File: src/rtl/fir_filter_16_tap_defines.svh
// ----------------------------------------------------------------------------
// FIR filter assertion macros
// Shared concurrent assertion forms, clocked on clk_i and gated by rst_ni.
// ----------------------------------------------------------------------------
`ifndef FIR_FILTER_16_TAP_DEFINES_SVH
`define FIR_FILTER_16_TAP_DEFINES_SVH

// same-cycle implication
`define FIR16_ASSERT_IMP(label, ante, cons, msg) \
  label: assert property (@(posedge clk_i) disable iff (!rst_ni) (ante) |-> (cons)) \
    else $error(msg);

// next-cycle implication
`define FIR16_ASSERT_NXT(label, ante, cons, msg) \
  label: assert property (@(posedge clk_i) disable iff (!rst_ni) (ante) |=> (cons)) \
    else $error(msg);

`endif

File: src/rtl/fir16_pkg.sv
// ----------------------------------------------------------------------------
// FIR filter package
// Register map, fixed widths, reset values and shared control types.
// ----------------------------------------------------------------------------
`default_nettype none

package fir16_pkg;

  localparam int CFG_IDX_BITS    = 3;
  localparam int CFG_DATA_BITS   = 64;
  localparam int NUM_GROUPS      = 4;
  localparam int SLOTS_PER_GROUP = 4;
  localparam int SLOT_BITS       = 16;
  localparam int NUM_COEF_SLOTS  = NUM_GROUPS * SLOTS_PER_GROUP;
  localparam int SLOT_SEL_BITS   = 4;   // selects one of the 16 slots
  localparam int TAP_IDX_BITS    = 6;   // holds any tap number up to 63
  localparam int OUT_BITS        = 16;
  localparam int SHIFT_BITS      = 4;

  localparam logic [SHIFT_BITS-1:0] RESET_SHIFT = SHIFT_BITS'(7);

  // taps 0..15 = 0,0,0,0, 3,8,16,22, 23,19,12,5, 1,0,0,0
  localparam logic [CFG_DATA_BITS-1:0] COEF_RESET [NUM_GROUPS] = '{
    64'h0000_0000_0000_0000,
    64'h0016_0010_0008_0003,
    64'h0005_000C_0013_0017,
    64'h0000_0000_0000_0001
  };

  typedef enum logic [CFG_IDX_BITS-1:0] {
    REG_ENABLE = 3'd0,
    REG_COEF0  = 3'd1,
    REG_COEF1  = 3'd2,
    REG_COEF2  = 3'd3,
    REG_COEF3  = 3'd4,
    REG_SHIFT  = 3'd5
  } reg_idx_e;

  typedef enum logic [1:0] {
    ST_IDLE,
    ST_MAC,
    ST_FIN
  } state_e;

  typedef struct packed {
    logic clear;  // zero the accumulator
    logic load;   // take a new sample / coefficient pair
    logic step;   // consume one sample bit
  } mac_ctrl_t;

endpackage

`default_nettype wire

File: src/rtl/fir_filter_16_tap.sv
// ----------------------------------------------------------------------------
// 16-tap FIR filter
// Direct-form FIR over unsigned samples, computed by one bit-serial MAC.
// ----------------------------------------------------------------------------
// An accepted beat starts the MAC state, which steps through each sample bit of
//   every tap; the finish state then loads the output register (m_axis_tvalid).
// Beats are taken only in idle, so none while a sum is in work: the single
//   bit-serial MAC adder takes one sample bit of one tap per cycle.
// Reset: rst_ni clears the delay line to zero, loads the default coefficients,
//   enable=1, shift=7, and empties the output register.
// ----------------------------------------------------------------------------
`default_nettype none

`include "fir_filter_16_tap_defines.svh"

module fir_filter_16_tap #(
  parameter int TAPS        = 16,
  parameter int SAMPLE_BITS = 12,
  parameter int COEF_BITS   = 16
) (
  input  wire logic clk_i,
  input  wire logic rst_ni,

  // configuration writes, taken on any edge with cfg_we_i high
  input  wire logic                                  cfg_we_i,
  input  wire logic [fir16_pkg::CFG_IDX_BITS-1:0]    cfg_idx_i,
  input  wire logic [fir16_pkg::CFG_DATA_BITS-1:0]   cfg_wdata_i,

  // sample stream
  input  wire logic                                  s_axis_tvalid,
  output logic                                       s_axis_tready,
  input  wire logic [((SAMPLE_BITS+7)/8)*8-1:0]      s_axis_tdata,  // sample, zero pad

  // result stream
  output logic                                       m_axis_tvalid,
  input  wire logic                                  m_axis_tready,
  output logic [fir16_pkg::OUT_BITS-1:0]             m_axis_tdata   // filtered
);

  localparam int TAP_W = $clog2(TAPS);
  localparam int BIT_W = $clog2(SAMPLE_BITS);
  // signed coef x unsigned sample, plus growth for the tap sum
  localparam int ACC_W = COEF_BITS + SAMPLE_BITS + $clog2(TAPS);
  localparam int GROUP_BITS = fir16_pkg::CFG_DATA_BITS;

  // --------------------------------------------------------------------------
  // Configuration registers
  // --------------------------------------------------------------------------
  logic                                 en_q;
  logic [GROUP_BITS-1:0]                coef_q [fir16_pkg::NUM_GROUPS];
  logic [fir16_pkg::SHIFT_BITS-1:0]     shift_q;

  always_ff @(posedge clk_i or negedge rst_ni) begin
    if (!rst_ni) begin
      en_q    <= 1'b1;
      shift_q <= fir16_pkg::RESET_SHIFT;
      for (int g = 0; g < fir16_pkg::NUM_GROUPS; g++) begin
        coef_q[g] <= fir16_pkg::COEF_RESET[g];
      end
    end else if (cfg_we_i) begin
      unique case (cfg_idx_i)
        fir16_pkg::REG_ENABLE: en_q      <= cfg_wdata_i[0];
        fir16_pkg::REG_COEF0:  coef_q[0] <= cfg_wdata_i;
        fir16_pkg::REG_COEF1:  coef_q[1] <= cfg_wdata_i;
        fir16_pkg::REG_COEF2:  coef_q[2] <= cfg_wdata_i;
        fir16_pkg::REG_COEF3:  coef_q[3] <= cfg_wdata_i;
        fir16_pkg::REG_SHIFT:  shift_q   <= cfg_wdata_i[fir16_pkg::SHIFT_BITS-1:0];
        default: ;  // unmapped index: write dropped
      endcase
    end
  end

  // --------------------------------------------------------------------------
  // Sequencer: per tap, SAMPLE_BITS MAC steps; the window rotates at each tap
  // end so the next tap's sample always sits in win_q[1] when it is loaded.
  // --------------------------------------------------------------------------
  fir16_pkg::state_e    state_q, state_d;
  logic [TAP_W-1:0]     tap_q, tap_d;
  logic [BIT_W-1:0]     bit_q, bit_d;
  fir16_pkg::mac_ctrl_t mac_ctrl;
  logic                 accept;
  logic                 rotate;
  logic                 out_load;
  logic                 out_free;
  logic                 out_valid_q;
  logic                 tap_last;
  logic                 bit_last;

  assign accept   = s_axis_tvalid && s_axis_tready;
  assign out_free = !out_valid_q || m_axis_tready;
  assign tap_last = (tap_q == TAP_W'(TAPS - 1));
  assign bit_last = (bit_q == BIT_W'(SAMPLE_BITS - 1));

  always_comb begin
    state_d       = state_q;
    tap_d         = tap_q;
    bit_d         = bit_q;
    mac_ctrl      = '0;
    rotate        = 1'b0;
    out_load      = 1'b0;
    s_axis_tready = 1'b0;
    unique case (state_q)
      fir16_pkg::ST_IDLE: begin
        s_axis_tready = 1'b1;
        if (s_axis_tvalid) begin
          mac_ctrl.clear = 1'b1;
          mac_ctrl.load  = 1'b1;
          tap_d          = '0;
          bit_d          = '0;
          state_d        = fir16_pkg::ST_MAC;
        end
      end
      fir16_pkg::ST_MAC: begin
        mac_ctrl.step = 1'b1;
        bit_d         = BIT_W'(bit_q + 1'b1);
        if (bit_last) begin
          bit_d         = '0;
          mac_ctrl.load = 1'b1;
          rotate        = 1'b1;
          if (tap_last) begin
            tap_d   = '0;
            state_d = fir16_pkg::ST_FIN;
          end else begin
            tap_d = TAP_W'(tap_q + 1'b1);
          end
        end
      end
      fir16_pkg::ST_FIN: begin
        if (out_free) begin
          out_load = 1'b1;
          state_d  = fir16_pkg::ST_IDLE;
        end
      end
      default: state_d = fir16_pkg::ST_IDLE;
    endcase
  end

  always_ff @(posedge clk_i or negedge rst_ni) begin
    if (!rst_ni) begin
      state_q <= fir16_pkg::ST_IDLE;
      tap_q   <= '0;
      bit_q   <= '0;
    end else begin
      state_q <= state_d;
      tap_q   <= tap_d;
      bit_q   <= bit_d;
    end
  end

  // --------------------------------------------------------------------------
  // Sample window: win_q[0] is the current sample, win_q[1..] the delay line.
  // A new beat shifts in; each tap end rotates by one, TAPS rotations per item.
  // --------------------------------------------------------------------------
  logic [SAMPLE_BITS-1:0] win_q [TAPS];

  always_ff @(posedge clk_i or negedge rst_ni) begin
    if (!rst_ni) begin
      for (int i = 0; i < TAPS; i++) begin
        win_q[i] <= '0;
      end
    end else if (accept) begin
      win_q[0] <= s_axis_tdata[SAMPLE_BITS-1:0];
      for (int i = 1; i < TAPS; i++) begin
        win_q[i] <= win_q[i-1];
      end
    end else if (rotate) begin
      for (int i = 0; i < TAPS; i++) begin
        win_q[i] <= win_q[(i + 1) % TAPS];
      end
    end
  end

  // --------------------------------------------------------------------------
  // Coefficient select: tap 0 at accept, else the tap after the current one.
  // Taps past the 16 register slots read as zero.
  // --------------------------------------------------------------------------
  logic [fir16_pkg::NUM_GROUPS*GROUP_BITS-1:0] coef_flat;
  logic [fir16_pkg::TAP_IDX_BITS-1:0]          coef_idx;
  logic [fir16_pkg::SLOT_BITS-1:0]             coef_slot;
  logic [ACC_W-1:0]                            coef_ext;
  logic [SAMPLE_BITS-1:0]                      mac_sample;

  always_comb begin
    for (int g = 0; g < fir16_pkg::NUM_GROUPS; g++) begin
      coef_flat[g*GROUP_BITS +: GROUP_BITS] = coef_q[g];
    end
    coef_idx = accept ? '0
                      : fir16_pkg::TAP_IDX_BITS'(fir16_pkg::TAP_IDX_BITS'(tap_q) + 1'b1);
    coef_slot = '0;
    if (coef_idx < fir16_pkg::TAP_IDX_BITS'(fir16_pkg::NUM_COEF_SLOTS)) begin
      coef_slot = coef_flat[coef_idx[fir16_pkg::SLOT_SEL_BITS-1:0] * fir16_pkg::SLOT_BITS
                            +: fir16_pkg::SLOT_BITS];
    end
    coef_ext   = ACC_W'($signed(coef_slot[COEF_BITS-1:0]));
    mac_sample = accept ? s_axis_tdata[SAMPLE_BITS-1:0] : win_q[1];
  end

  logic [ACC_W-1:0] acc;

  fir16_mac #(
    .SAMPLE_BITS (SAMPLE_BITS),
    .ACC_W       (ACC_W)
  ) u_mac (
    .clk_i    (clk_i),
    .ctrl_i   (mac_ctrl),
    .sample_i (mac_sample),
    .coef_i   (coef_ext),
    .acc_o    (acc)
  );

  // --------------------------------------------------------------------------
  // Output register: arithmetic shift of the sum (floor), low 16 bits kept;
  // bypass sends the raw sample, which is back in win_q[0] after the rotations.
  // --------------------------------------------------------------------------
  logic signed [ACC_W-1:0]          acc_sh;
  logic [fir16_pkg::OUT_BITS-1:0]   out_d;
  logic [fir16_pkg::OUT_BITS-1:0]   out_data_q;

  always_comb begin
    acc_sh = $signed(acc) >>> shift_q;
    out_d  = en_q ? acc_sh[fir16_pkg::OUT_BITS-1:0] : fir16_pkg::OUT_BITS'(win_q[0]);
  end

  always_ff @(posedge clk_i or negedge rst_ni) begin
    if (!rst_ni) begin
      out_valid_q <= 1'b0;
    end else if (out_load) begin
      out_valid_q <= 1'b1;
    end else if (m_axis_tready) begin
      out_valid_q <= 1'b0;
    end
  end

  always_ff @(posedge clk_i) begin
    if (out_load) begin
      out_data_q <= out_d;
    end
  end

  assign m_axis_tvalid = out_valid_q;
  assign m_axis_tdata  = out_data_q;

  // --------------------------------------------------------------------------
  // Assertions
  // --------------------------------------------------------------------------
  `FIR16_ASSERT_NXT(a_accept_starts_mac, accept, state_q == fir16_pkg::ST_MAC, "beat accepted but MAC did not start")
  `FIR16_ASSERT_IMP(a_tap_in_range, state_q == fir16_pkg::ST_MAC, tap_q <= TAP_W'(TAPS - 1), "tap counter out of range")
  `FIR16_ASSERT_NXT(a_fin_delivers, (state_q == fir16_pkg::ST_FIN) && out_free, out_valid_q && (state_q == fir16_pkg::ST_IDLE), "finished sum not delivered")

endmodule

`default_nettype wire

File: src/rtl/fir16_mac.sv
// ----------------------------------------------------------------------------
// FIR bit-serial multiply-accumulate
// Sample shifts out LSB first; coefficient shifts left; one add per bit.
// ----------------------------------------------------------------------------
`default_nettype none

module fir16_mac #(
  parameter int SAMPLE_BITS = 12,
  parameter int ACC_W       = 32
) (
  input  wire logic                   clk_i,
  input  wire fir16_pkg::mac_ctrl_t   ctrl_i,
  input  wire logic [SAMPLE_BITS-1:0] sample_i,
  input  wire logic [ACC_W-1:0]       coef_i,    // sign-extended coefficient
  output logic      [ACC_W-1:0]       acc_o
);

  logic [SAMPLE_BITS-1:0] sbits_q, sbits_d;
  logic [ACC_W-1:0]       mcand_q, mcand_d;
  logic [ACC_W-1:0]       acc_q, acc_d;

  always_comb begin
    sbits_d = sbits_q;
    mcand_d = mcand_q;
    acc_d   = acc_q;
    if (ctrl_i.clear) begin
      acc_d = '0;
    end else if (ctrl_i.step && sbits_q[0]) begin
      acc_d = acc_q + mcand_q;
    end
    if (ctrl_i.load) begin
      sbits_d = sample_i;
      mcand_d = coef_i;
    end else if (ctrl_i.step) begin
      sbits_d = sbits_q >> 1;
      mcand_d = mcand_q << 1;
    end
  end

  always_ff @(posedge clk_i) begin
    sbits_q <= sbits_d;
    mcand_q <= mcand_d;
    acc_q   <= acc_d;
  end

  assign acc_o = acc_q;

endmodule

`default_nettype wire
File: config.mk
export PLATFORM = sky130hd
export DESIGN_NAME = fir_filter_16_tap
export DESIGN_NICKNAME = d
export VERILOG_FILES = /design/src/rtl/fir16_pkg.sv /design/src/rtl/fir_filter_16_tap.sv /design/src/rtl/fir16_mac.sv
export VERILOG_INCLUDE_DIRS = /design/src /design/src/rtl
export SDC_FILE = /design/constraint.sdc
export NUM_CORES = 1
export LEC_CHECK = 0
export BUFFER_PORTS_ARGS = -buffer_cell sky130_fd_sc_hd__buf_2
export CAP_MARGIN = 30
export CORE_MARGIN = 2
export CORE_UTILIZATION = 56
export CTS_CLUSTER_DIAMETER = 150
export CTS_CLUSTER_SIZE = 16
export DETAILED_ROUTE_END_ITERATION = 8
export PLACE_DENSITY = 0.76
export SLEW_MARGIN = 20
export SYNTH_ARGS = -nofsm -noshare
export SYNTH_HDL_FRONTEND = slang
export SYNTH_SLANG_ARGS = --single-unit
File: constraint.sdc
create_clock -name clk_i -period 2.85 [get_ports clk_i]
set_clock_uncertainty 0.2 [all_clocks]
set_input_delay 0.285 -clock clk_i [delete_from_list [all_inputs] [get_ports clk_i]]
set_output_delay 0.285 -clock clk_i [all_outputs]
set_load 0.02 [all_outputs]
# Yosys cells after proc, flatten, opt, wreduce, memory -nomap -nowiden
# Cells that the tools add are included.
dict set report word_totals {
  ff_bits 556
  input_bits 88
  out_inout_bits 18
  wordCells 102
}
dict set report op_classes {
  add_sub_neg 4
  n_lt_le_gt_ge 1
  n_eq_ne 13
  n_shift 2
  mux 32
  reduce_logical 19
}
# op count
set op_table {}
lappend op_table {{$mux W192} 2}
lappend op_table {{$shiftx A256 B9 Y16} 1}
lappend op_table {{$mux W32} 2}
lappend op_table {{$mux W12} 4}
lappend op_table {{$add A32 B32 Y32} 1}
lappend op_table {{$sshr A32 B4 Y16} 1}
lappend op_table {{$mux W16} 1}
lappend op_table {{$mux W4} 4}
lappend op_table {{$pmux W4 S2} 2}
lappend op_table {{$reduce_and A2 Y1} 7}
lappend op_table {{$mux W2} 5}
lappend op_table {{$mux W1} 9}
lappend op_table {{$add A4 B1 Y4 const B} 2}
lappend op_table {{$eq A4 B4 Y1 const B} 2}
lappend op_table {{$ne A2 B2 Y1 const B} 4}
lappend op_table {{$reduce_bool A2 Y1} 4}
lappend op_table {{$eq A3 B2 Y1 const B} 2}
lappend op_table {{$eq A3 B3 Y1 const B} 2}
lappend op_table {{$pmux W2 S3} 1}
lappend op_table {{$add A4 B1 Y5 const B} 1}
lappend op_table {{$lt A5 B5 Y1 const B} 1}
lappend op_table {{$mux W5} 1}
lappend op_table {{$reduce_and A4 Y1} 1}
lappend op_table {{$eq A3 B1 Y1 const B} 1}
lappend op_table {{other kinds (9)} 10}

# Longest topological paths before layout
# Gate-level depths: netlist of the first run.
dict set report depth {
  ltp_word 7
  ltp_mapped 11
  ltp_nobuf 11
}

# Modules after synthesis
# Synthesis of the first run repeated with hierarchy kept, for this count alone.
dict set report hier_totals {
  cells_unflattened 2588
  area_unflattened_um2 27325.0
}
# mod instances cells_per_inst area_each_um2 seq_area_each_um2
set by_module_without_submodules {}
lappend by_module_without_submodules {fir_filter_16_tap 1 2123 22736.8 12120.4}
lappend by_module_without_submodules {fir16_mac 1 465 4588.2 1961.9}

# Least setup slack after synthesis of the first run
# No wires, ideal clock.
dict set report synth_timing {
  path_kind {register to register}
  startpoint {reg state_q[1]}
  endpoint {reg bit_q[2]}
  setup_time_ps 128
  arrival_ps 2566
  required_time_ps 2522
  path_slack_ps -43
  path_stages_with_launch 9
  n_path_buf 2
  synth_period_minus_slack_ps 2893
  cell_sequence {dfrtp_1 nor2_2 nand2_4 clkbuf_1 clkbuf_1 nand2_1 o21ai_0 nand2_1 o41ai_1}
}
dict set report synth_between {
  elab_chain_cells 3
  word_cells_on_any_way 6
  cone_classes {eq/ne: 2; mux: 1; reduce/logical: 3}
}
# item line_no
set synth_lines {}
lappend synth_lines {{start: declaration} fir_filter_16_tap.sv:77} ;# fir16_pkg::state_e state_q, state_d;
lappend synth_lines {{start signal: assignment} fir_filter_16_tap.sv:140} ;# state_q <= fir16_pkg::ST_IDLE;
lappend synth_lines {{start signal: assignment} fir_filter_16_tap.sv:144} ;# state_q <= state_d;
lappend synth_lines {{$eq A2 B1 Y1 or $logic_not A2 Y1 (tied branches)} fir_filter_16_tap.sv:102} ;# unique case (state_q)
lappend synth_lines {{$reduce_bool A2 Y1 (no source line) or $ne A2 B2 Y1 (tied branches)} n/a}
lappend synth_lines {{$reduce_and A2 Y1 (no source line)} n/a}
lappend synth_lines {{end signal: assignment} fir_filter_16_tap.sv:146} ;# bit_q <= bit_d;
lappend synth_lines {{end: declaration} fir_filter_16_tap.sv:79} ;# logic [BIT_W-1:0] bit_q, bit_d;
# Several ways; a longest one is shown, not always the timed one.
# A chain may end at the register's enable or synchronous reset.

# Worst setup path in the final report of the first run
dict set report layout_timing {
  startpoint {reg u_mac.acc_q[10], in the netlist u_mac.acc_o[10]}
  endpoint {reg u_mac.acc_q[21], in the netlist u_mac.acc_o[21]}
}
dict set report layout_between {
  elab_chain_cells 1
}
# item line_no
set layout_lines {}
lappend layout_lines {{start: declaration} fir16_mac.sv:20} ;# logic [ACC_W-1:0] acc_q, acc_d;
lappend layout_lines {{start signal: assignment} fir16_mac.sv:43} ;# acc_q <= acc_d;
lappend layout_lines {{$add A32 B32 Y32} fir16_mac.sv:29} ;# acc_d = acc_q + mcand_q;
# Every way passes these cells.

==> impl_metrics.ini, run 1 <==
[cells_and_area]
drive_above_1_share_pct = 21.8
area_growth_pct = 14.8
final_cell_mix = nand2_1, dfrtp_1, mux2_2
mostFrequentLayoutCell = nand2_1
instances_no_fill = 3481
nets = 2957
diodes = 0
num-fill-cells = 3694
finalCoreUtilization_pct = 64.9
seq_area_mm2 = 0.0140
multiInputGateArea_mm2 = 0.0123

[routing]
dr.pass1.iters = 8
vias = 21260
drt-total-wl_mm = 68.9
antenna_left = 0
initialDrtViolationCount = 1737
via_per_inst = 6.11
drc = 0
wl_per_cell_um = 19.8

[timing]
slew_viol_final = 0
tightest_slew_ps = 1010
min_period_ps = 2860
max_freq_mhz = 349
setup_slack_ps = -11.7
timing.final.crit_share_pct = 100
finalSetupViolCount = 3
slew_headroom_pct = 32.5
rsz0062_at_grt = yes
hold_ws_ps = 68.5
final-hold-violation-count = 0

[setup_path]
end_kind = register
start_kind = register
crit_arrival_ps = 3100
critPathRequiredTime_ps = 3090
path_class = register to register
r2r_end = u_mac.acc_o[21]$_SDFFE_PP0P_
r2r_cells = 11
crit_end = u_mac.acc_o[21]$_SDFFE_PP0P_
r2r_start = u_mac.acc_o[10]$_SDFFE_PP0P_
cp-startpoint = u_mac.acc_o[10]$_SDFFE_PP0P_
path_max_fanout = 6
r2r_slack_ps = -10

[placed_design]
portBuffers = 101
gp_congestion = 0.895
place_ws_ps = -193
hpwl_mm = 44.9
place_inst = 3321

[die]
die_w_um = 223
io-pin-count = 106
die_y_um = 223
std_cell_rows = 80
die_area_mm2 = 0.0499
core_area_mm2 = 0.0476
initial_core_util_pct = 56.5

[power_and_ir_drop]
p_int_uw = 18300
switching_share_pct = 35.8
ir_drop_mv = 0.640
p_comb_share_pct = 38.1
power_frac_seq_pct = 42.8
power_frac_clock_pct = 19.1
total_leakage_power_uw = 0.0132
power_density_mw_per_mm2 = 921
fin_total_pwr_uw = 28500
switchingPower_uw = 10200

[hold_path]
hold_class = input pin to asynchronous set/reset pin

[clock_tree]
cts_max_path_buffers = 3
clock_sinks = 554
cts_max_level = 2
cts_buffers = 40
clock_latency_ps = 590
clk_pin_slew_worst_paths_ps = 80
cts-root-buf = clkbuf_16
cts_tree = done

[global_route]
use_met2_pct = 45.4
grt_use_met1_pct = 36.6
grt_use_total_pct = 27.6
grt-busiest-layer = met2
grt-ovfl-total = 0
use_met3_pct = 3.63
antenna_found_initial = 1
grt_max_degree = 258
grt_pass1_wl_mm = 111
grt_pass1_vias = 21053

[status]
status = finished with violations
violations = setup timing

[synthesis]
synthArstFlopShare_pct = 83.8
synthFlopType = dfrtp_1
synth_edf_count = 59
synth.cell_area_mm2 = 0.0269
syn_avg_cell_area_um2 = 10.0
ys_warn_count = 0
ys_types = 65
synth_nets = 2808
synth.ff_latch_count = 554
ys_seq_area_share_pct = 52.1
synth_cells = 2687

[run]
maxCapViolCount = 0
stage by stage:
stage	TNS [ps]	instance area [µm²]
after floorplan	0	26900
after global placement	-321	28700
after detailed placement	-499	28700
after CTS	-23.0	30700
after global routing	-1010	30900
final	-23.8	30900
cells in the mapped netlist (29+ instances only):
master	number	share of area, %
a211oi_1	30	0.84
a21o_1	32	0.89
a21oi_1	136	2.5
a221oi_1	31	1.0
a31oi_1	184	4.3
and3_1	29	0.67
clkbuf_1	157	2.2
dfrtp_1	441	41
dfxtp_1	31	2.3
edfxtp_1	59	6.6
ha_1	32	1.5
mux2_2	273	11
mux2i_1	47	1.7
nand2_1	590	8.2
nor2_1	241	3.4
o21ai_0	75	1.4
logic make-up (layout without fill, tap and decap cells):
group,count (synthesis),in the layout,synth area share [%]
flip-flops,554,554,52.1
AND/OR/NAND/NOR,947,947,14.2
buffers and inverters,212,391,3.10
adder cells (fa/ha/maj),33,33,1.56
AO/OA/AOI/OAI,581,581,14.0
multiplexers,333,333,14.2
XOR/XNOR,27,27,0.906
power by group through the flow:
stage / Combinational, µW / Sequential (µW) / Clock (µW)
final: 10800 / 12200 / 5440
after global routing: 12000 / 12500 / 5830
after CTS: 10500 / 12100 / 5530
after detailed placement: 10200 / 12300 / 0
after global placement: 9890 / 12100 / 0
after floorplan: 7470 / 11600 / 0
critical path, cell delays in order, from the launching register on:
cell and delay (ps):
dfxtp_1 430, ha_2 350, a21oi_1 210, o21ai_0 140
nor4_1 430, a21oi_2 120, buf_4 150, o41ai_2 190
buf_4 180, buf_4 100, xor2_1 130, o21ai_0 90
how the worst min path moves through the flow:
| stage | from | end | slack [ps] | depth (start not counted) |
|---|---|---|---|---|
| after global routing | rst_ni | win_q[141]$_DFFE_PN0N_ | 100 | 2 |
| after global placement | rst_ni | win_q[70]$_DFFE_PN0N_ | 70 | 1 |
| after CTS | cfg_idx_i[1] | en_q$_DFFE_PN1P_ | 20 | 3 |
| final | rst_ni | win_q[70]$_DFFE_PN0N_ | 70 | 2 |
| after detailed placement | rst_ni | win_q[82]$_DFFE_PN0N_ | 90 | 1 |
| after floorplan | rst_ni | bit_q[0]$_DFFE_PN0P_ | -210 | 0 |
cell type report:
class | count | area share [%]
Clock buffer | 69 | 3.59
Clock inverter | 3 | 0.109
Inverter | 17 | 0.206
Tap cell | 615 | 2.49
Timing Repair Buffer | 302 | 8.42
Sequential cell | 554 | 45.4
Multi-Input combinational cell | 1921 | 39.8
sequential cells by signal (all words and copies together) (netlist names):
name	flops
shift_q	4
m_axis_tdata	16
win_q	192
en_q	1
u_mac.sbits_q	12
coef_flat	256
state_q	2
u_mac.mcand_q	31
tap_q	4
bit_q	4
m_axis_tvalid	1
u_mac.acc_o	31
timing repair:
action	CTS	global route
endpoints found under the hold margin	486	0
setup buffers	2	7
resized for setup	7	30
hold buffers	78	0
cloned	0	1
pin swaps	3	9
setup endpoints to repair	7	46
metal layers:
metal,vias to the layer above,part of all wire [%]
li1,9803,-
met1,10538,41
met2,736,48
met3,181,5.9
met4,2,5.1
met5,-,0.019
Power figures use the tool's default switching activity.
==> inputs of run 2 (changes only) <==
--- a/config.mk
+++ b/config.mk
@@ -9,11 +9,11 @@
 export BUFFER_PORTS_ARGS = -buffer_cell sky130_fd_sc_hd__buf_2
 export CAP_MARGIN = 30
 export CORE_MARGIN = 2
-export CORE_UTILIZATION = 56
+export CORE_UTILIZATION = 62
 export CTS_CLUSTER_DIAMETER = 150
 export CTS_CLUSTER_SIZE = 16
 export DETAILED_ROUTE_END_ITERATION = 8
-export PLACE_DENSITY = 0.76
+export PLACE_DENSITY = 0.8
 export SLEW_MARGIN = 20
 export SYNTH_ARGS = -nofsm -noshare
 export SYNTH_HDL_FRONTEND = slang
==> constraint.sdc (replaced) <==
create_clock -name clk_i -period 2.7 [get_ports clk_i]
set_clock_uncertainty 0.2 [all_clocks]
set_input_delay 0.27 -clock clk_i [delete_from_list [all_inputs] [get_ports clk_i]]
set_output_delay 0.27 -clock clk_i [all_outputs]
set_load 0.05 [all_outputs]
==> run 2 against run 1 <==
Clock power grew 7.0%. Fmax up 0.96%. Worst setup slack lost 120 ps. Cell count up 1.9%. Sequential power rose by 6%. Non-clock buffer count grew 96. Via count is 4.8% higher. Critical path depth is 1 lower. The flow still finishes with violations (setup timing).
==> impl_metrics.ini, run 2 (synthesis gave the netlist of run 1 again) <==
[status]
status = finished with violations
violations = setup timing

[clock_tree]
cts_max_level = 2
clock_sinks = 554
cts_buffers = 40
clk_pin_slew_worst_paths_ps = 70
cts_max_path_buffers = 3
cts_tree = done
clock_latency_ps = 600
cts-root-buf = clkbuf_16

[die]
initial_core_util_pct = 62.7
die_w_um = 212
die_area_mm2 = 0.0451
io-pin-count = 106
std_cell_rows = 76
die_y_um = 212
core_area_mm2 = 0.0430

[placed_design]
place_inst = 3368
gp_congestion = 0.907
hpwl_mm = 48.2
placed_cell_area_mm2 = 0.0293
portBuffers = 101

[cells_and_area]
stdcell_area_mm2 = 0.0321
mostFrequentLayoutCell = nand2_1
drive_above_1_share_pct = 25.8
multiInputGateArea_mm2 = 0.0126
area_growth_pct = 19.2
instances_no_fill = 3547
seq_area_mm2 = 0.0140
largest_reg_flops = 256
nets = 3053
finalCoreUtilization_pct = 74.7
final_cell_mix = nand2_1, dfrtp_1, mux2_2
num-fill-cells = 2853

[timing]
slew_headroom_pct = 45.0
timing.final.crit_share_pct = 105
tightest_slew_ps = 825
slew_viol_final = 0
finalSetupViolCount = 12
tns_ps = -413
max_freq_mhz = 353
rsz0062_at_grt = yes
hold_ws_ps = 17.4
final-hold-violation-count = 0
setup_slack_ps = -134
min_period_ps = 2830

[routing]
vias = 22279
via_per_inst = 6.28
dr.pass1.iters = 6
antenna_left = 0
drc = 0
drt-total-wl_mm = 75.9
wl_per_cell_um = 21.4
initialDrtViolationCount = 2403

[power_and_ir_drop]
power_frac_clock_pct = 18.3
p_comb_share_pct = 40.9
p_int_uw = 20100
power_density_mw_per_mm2 = 988
ir_drop_mv = 0.800
total_leakage_power_uw = 0.0138
switchingPower_uw = 11600
power_frac_seq_pct = 40.8
switching_share_pct = 36.7

[global_route]
antenna_found_initial = 2
grt_pass1_wl_mm = 116
grt-ovfl-total = 0
grt_use_total_pct = 32.7
grt_max_degree = 134
grt_pass1_vias = 21823

[run]
maxCapViolCount = 0

[setup_path]
start_kind = register
cp_slowest_stage_delay_ps = 410
path_cells = ha_4, xor2_4, buf_4, nand2_4, a221oi_1, nor3_1, buf_4, a311oi_1, a21oi_1, a22o_1
critical_path_buf_inv_count = 2
path_class = register to register
path_max_fanout = 5
critical-path-slowest-cell = dfrtp_1
end_kind = register
cp_common_cell = buf_4
critPathTopFamily = compound AO/OA/AOI/OAI gates
crit_arrival_ps = 2990
critPathRequiredTime_ps = 2860

[hold_path]
hold_class = input pin to register
## run 2: cell count changes in the layout (fill, tap and decap cells not counted), moves of 4 or more
cell	delta
ha_1	-4
o21ai_1	+6
a21oi_2	+7
a221oi_1	-9
ha_4	+5
a311oi_2	+4
o21ai_0	-8
buf_4	+81
a311oi_1	-7
buf_12	+8
a21oi_1	-10
a221oi_2	+9
## run 2: through the flow
step                worst slack, ps  power (µW)
floorplan                      7.50       20100
CTS                           -38.6       30800
finish                         -134       31700
global route                   -194       33500
global placement               -310       24000
detailed placement             -355       24600
## run 2: path summary, 6_finish.rpt
check | startpoint | endpoint | slack (ps) | depth (start not counted)
worst min register to register | u_mac.acc_o[29]$_SDFFE_PP0P_ | u_mac.acc_o[29]$_SDFFE_PP0P_ | 280 | 2
max in group asynchronous | rst_ni | coef_flat[145]$_DFFE_PN1P_ | 1210 | 3
worst min-delay path | cfg_idx_i[0] | en_q$_DFFE_PN1P_ | 20 | 3
min in group asynchronous | rst_ni | win_q[191]$_DFFE_PN0N_ | 30 | 2
worst max register to register | tap_q[0]$_DFFE_PN0P_ | u_mac.mcand_q[13]$_DFFE_PP_ | -130 | 10
worst max-delay path | tap_q[0]$_DFFE_PN0P_ | u_mac.mcand_q[13]$_DFFE_PP_ | -130 | 10
## run 2: cell type report
cell class              count  area share [%]
clock buffers              67            3.43
inverters                  17           0.199
multi-input cells        1921            39.4
repair buffers            398            10.8
clock inverters             4           0.179
well taps                 585            2.28
diodes                      1         0.00780
flip-flops and latches    554            43.7
## run 2: per-layer routing
layer	vias to the layer above	share of wire (%)	global-route usage, %
met5	-	0.016	0
met4	2	6.0	18.4
met3	268	5.9	3.77
met2	923	49	54.7
met1	11057	39	41.7
li1	10029	-	-
## run 2: tightest hold or removal path: cells and delay by family
family        cells  cell delay [ps]
simple gates      1              110
buf+inv           1              180
mux               1              230
## run 2: power by group through the flow
| stage | clock network, µW | registers (µW) | logic [µW] |
|---|---|---|---|
| finish | 5820 | 12900 | 13000 |
| global route | 6180 | 13200 | 14100 |
| CTS | 5850 | 12800 | 12100 |
| detailed placement | 0 | 12900 | 11600 |
| global placement | 0 | 12800 | 11300 |
| floorplan | 0 | 12200 | 7900 |
## run 2: timing repair
item / CTS / global route
gates resized for setup: 34 / 83
gates cloned: 0 / 2
endpoints found under the hold margin: 415 / 0
pin swaps: 13 / 27
setup buffers: 5 / 22
endpoints found under the setup margin: 69 / 47
hold buffers: 79 / 0
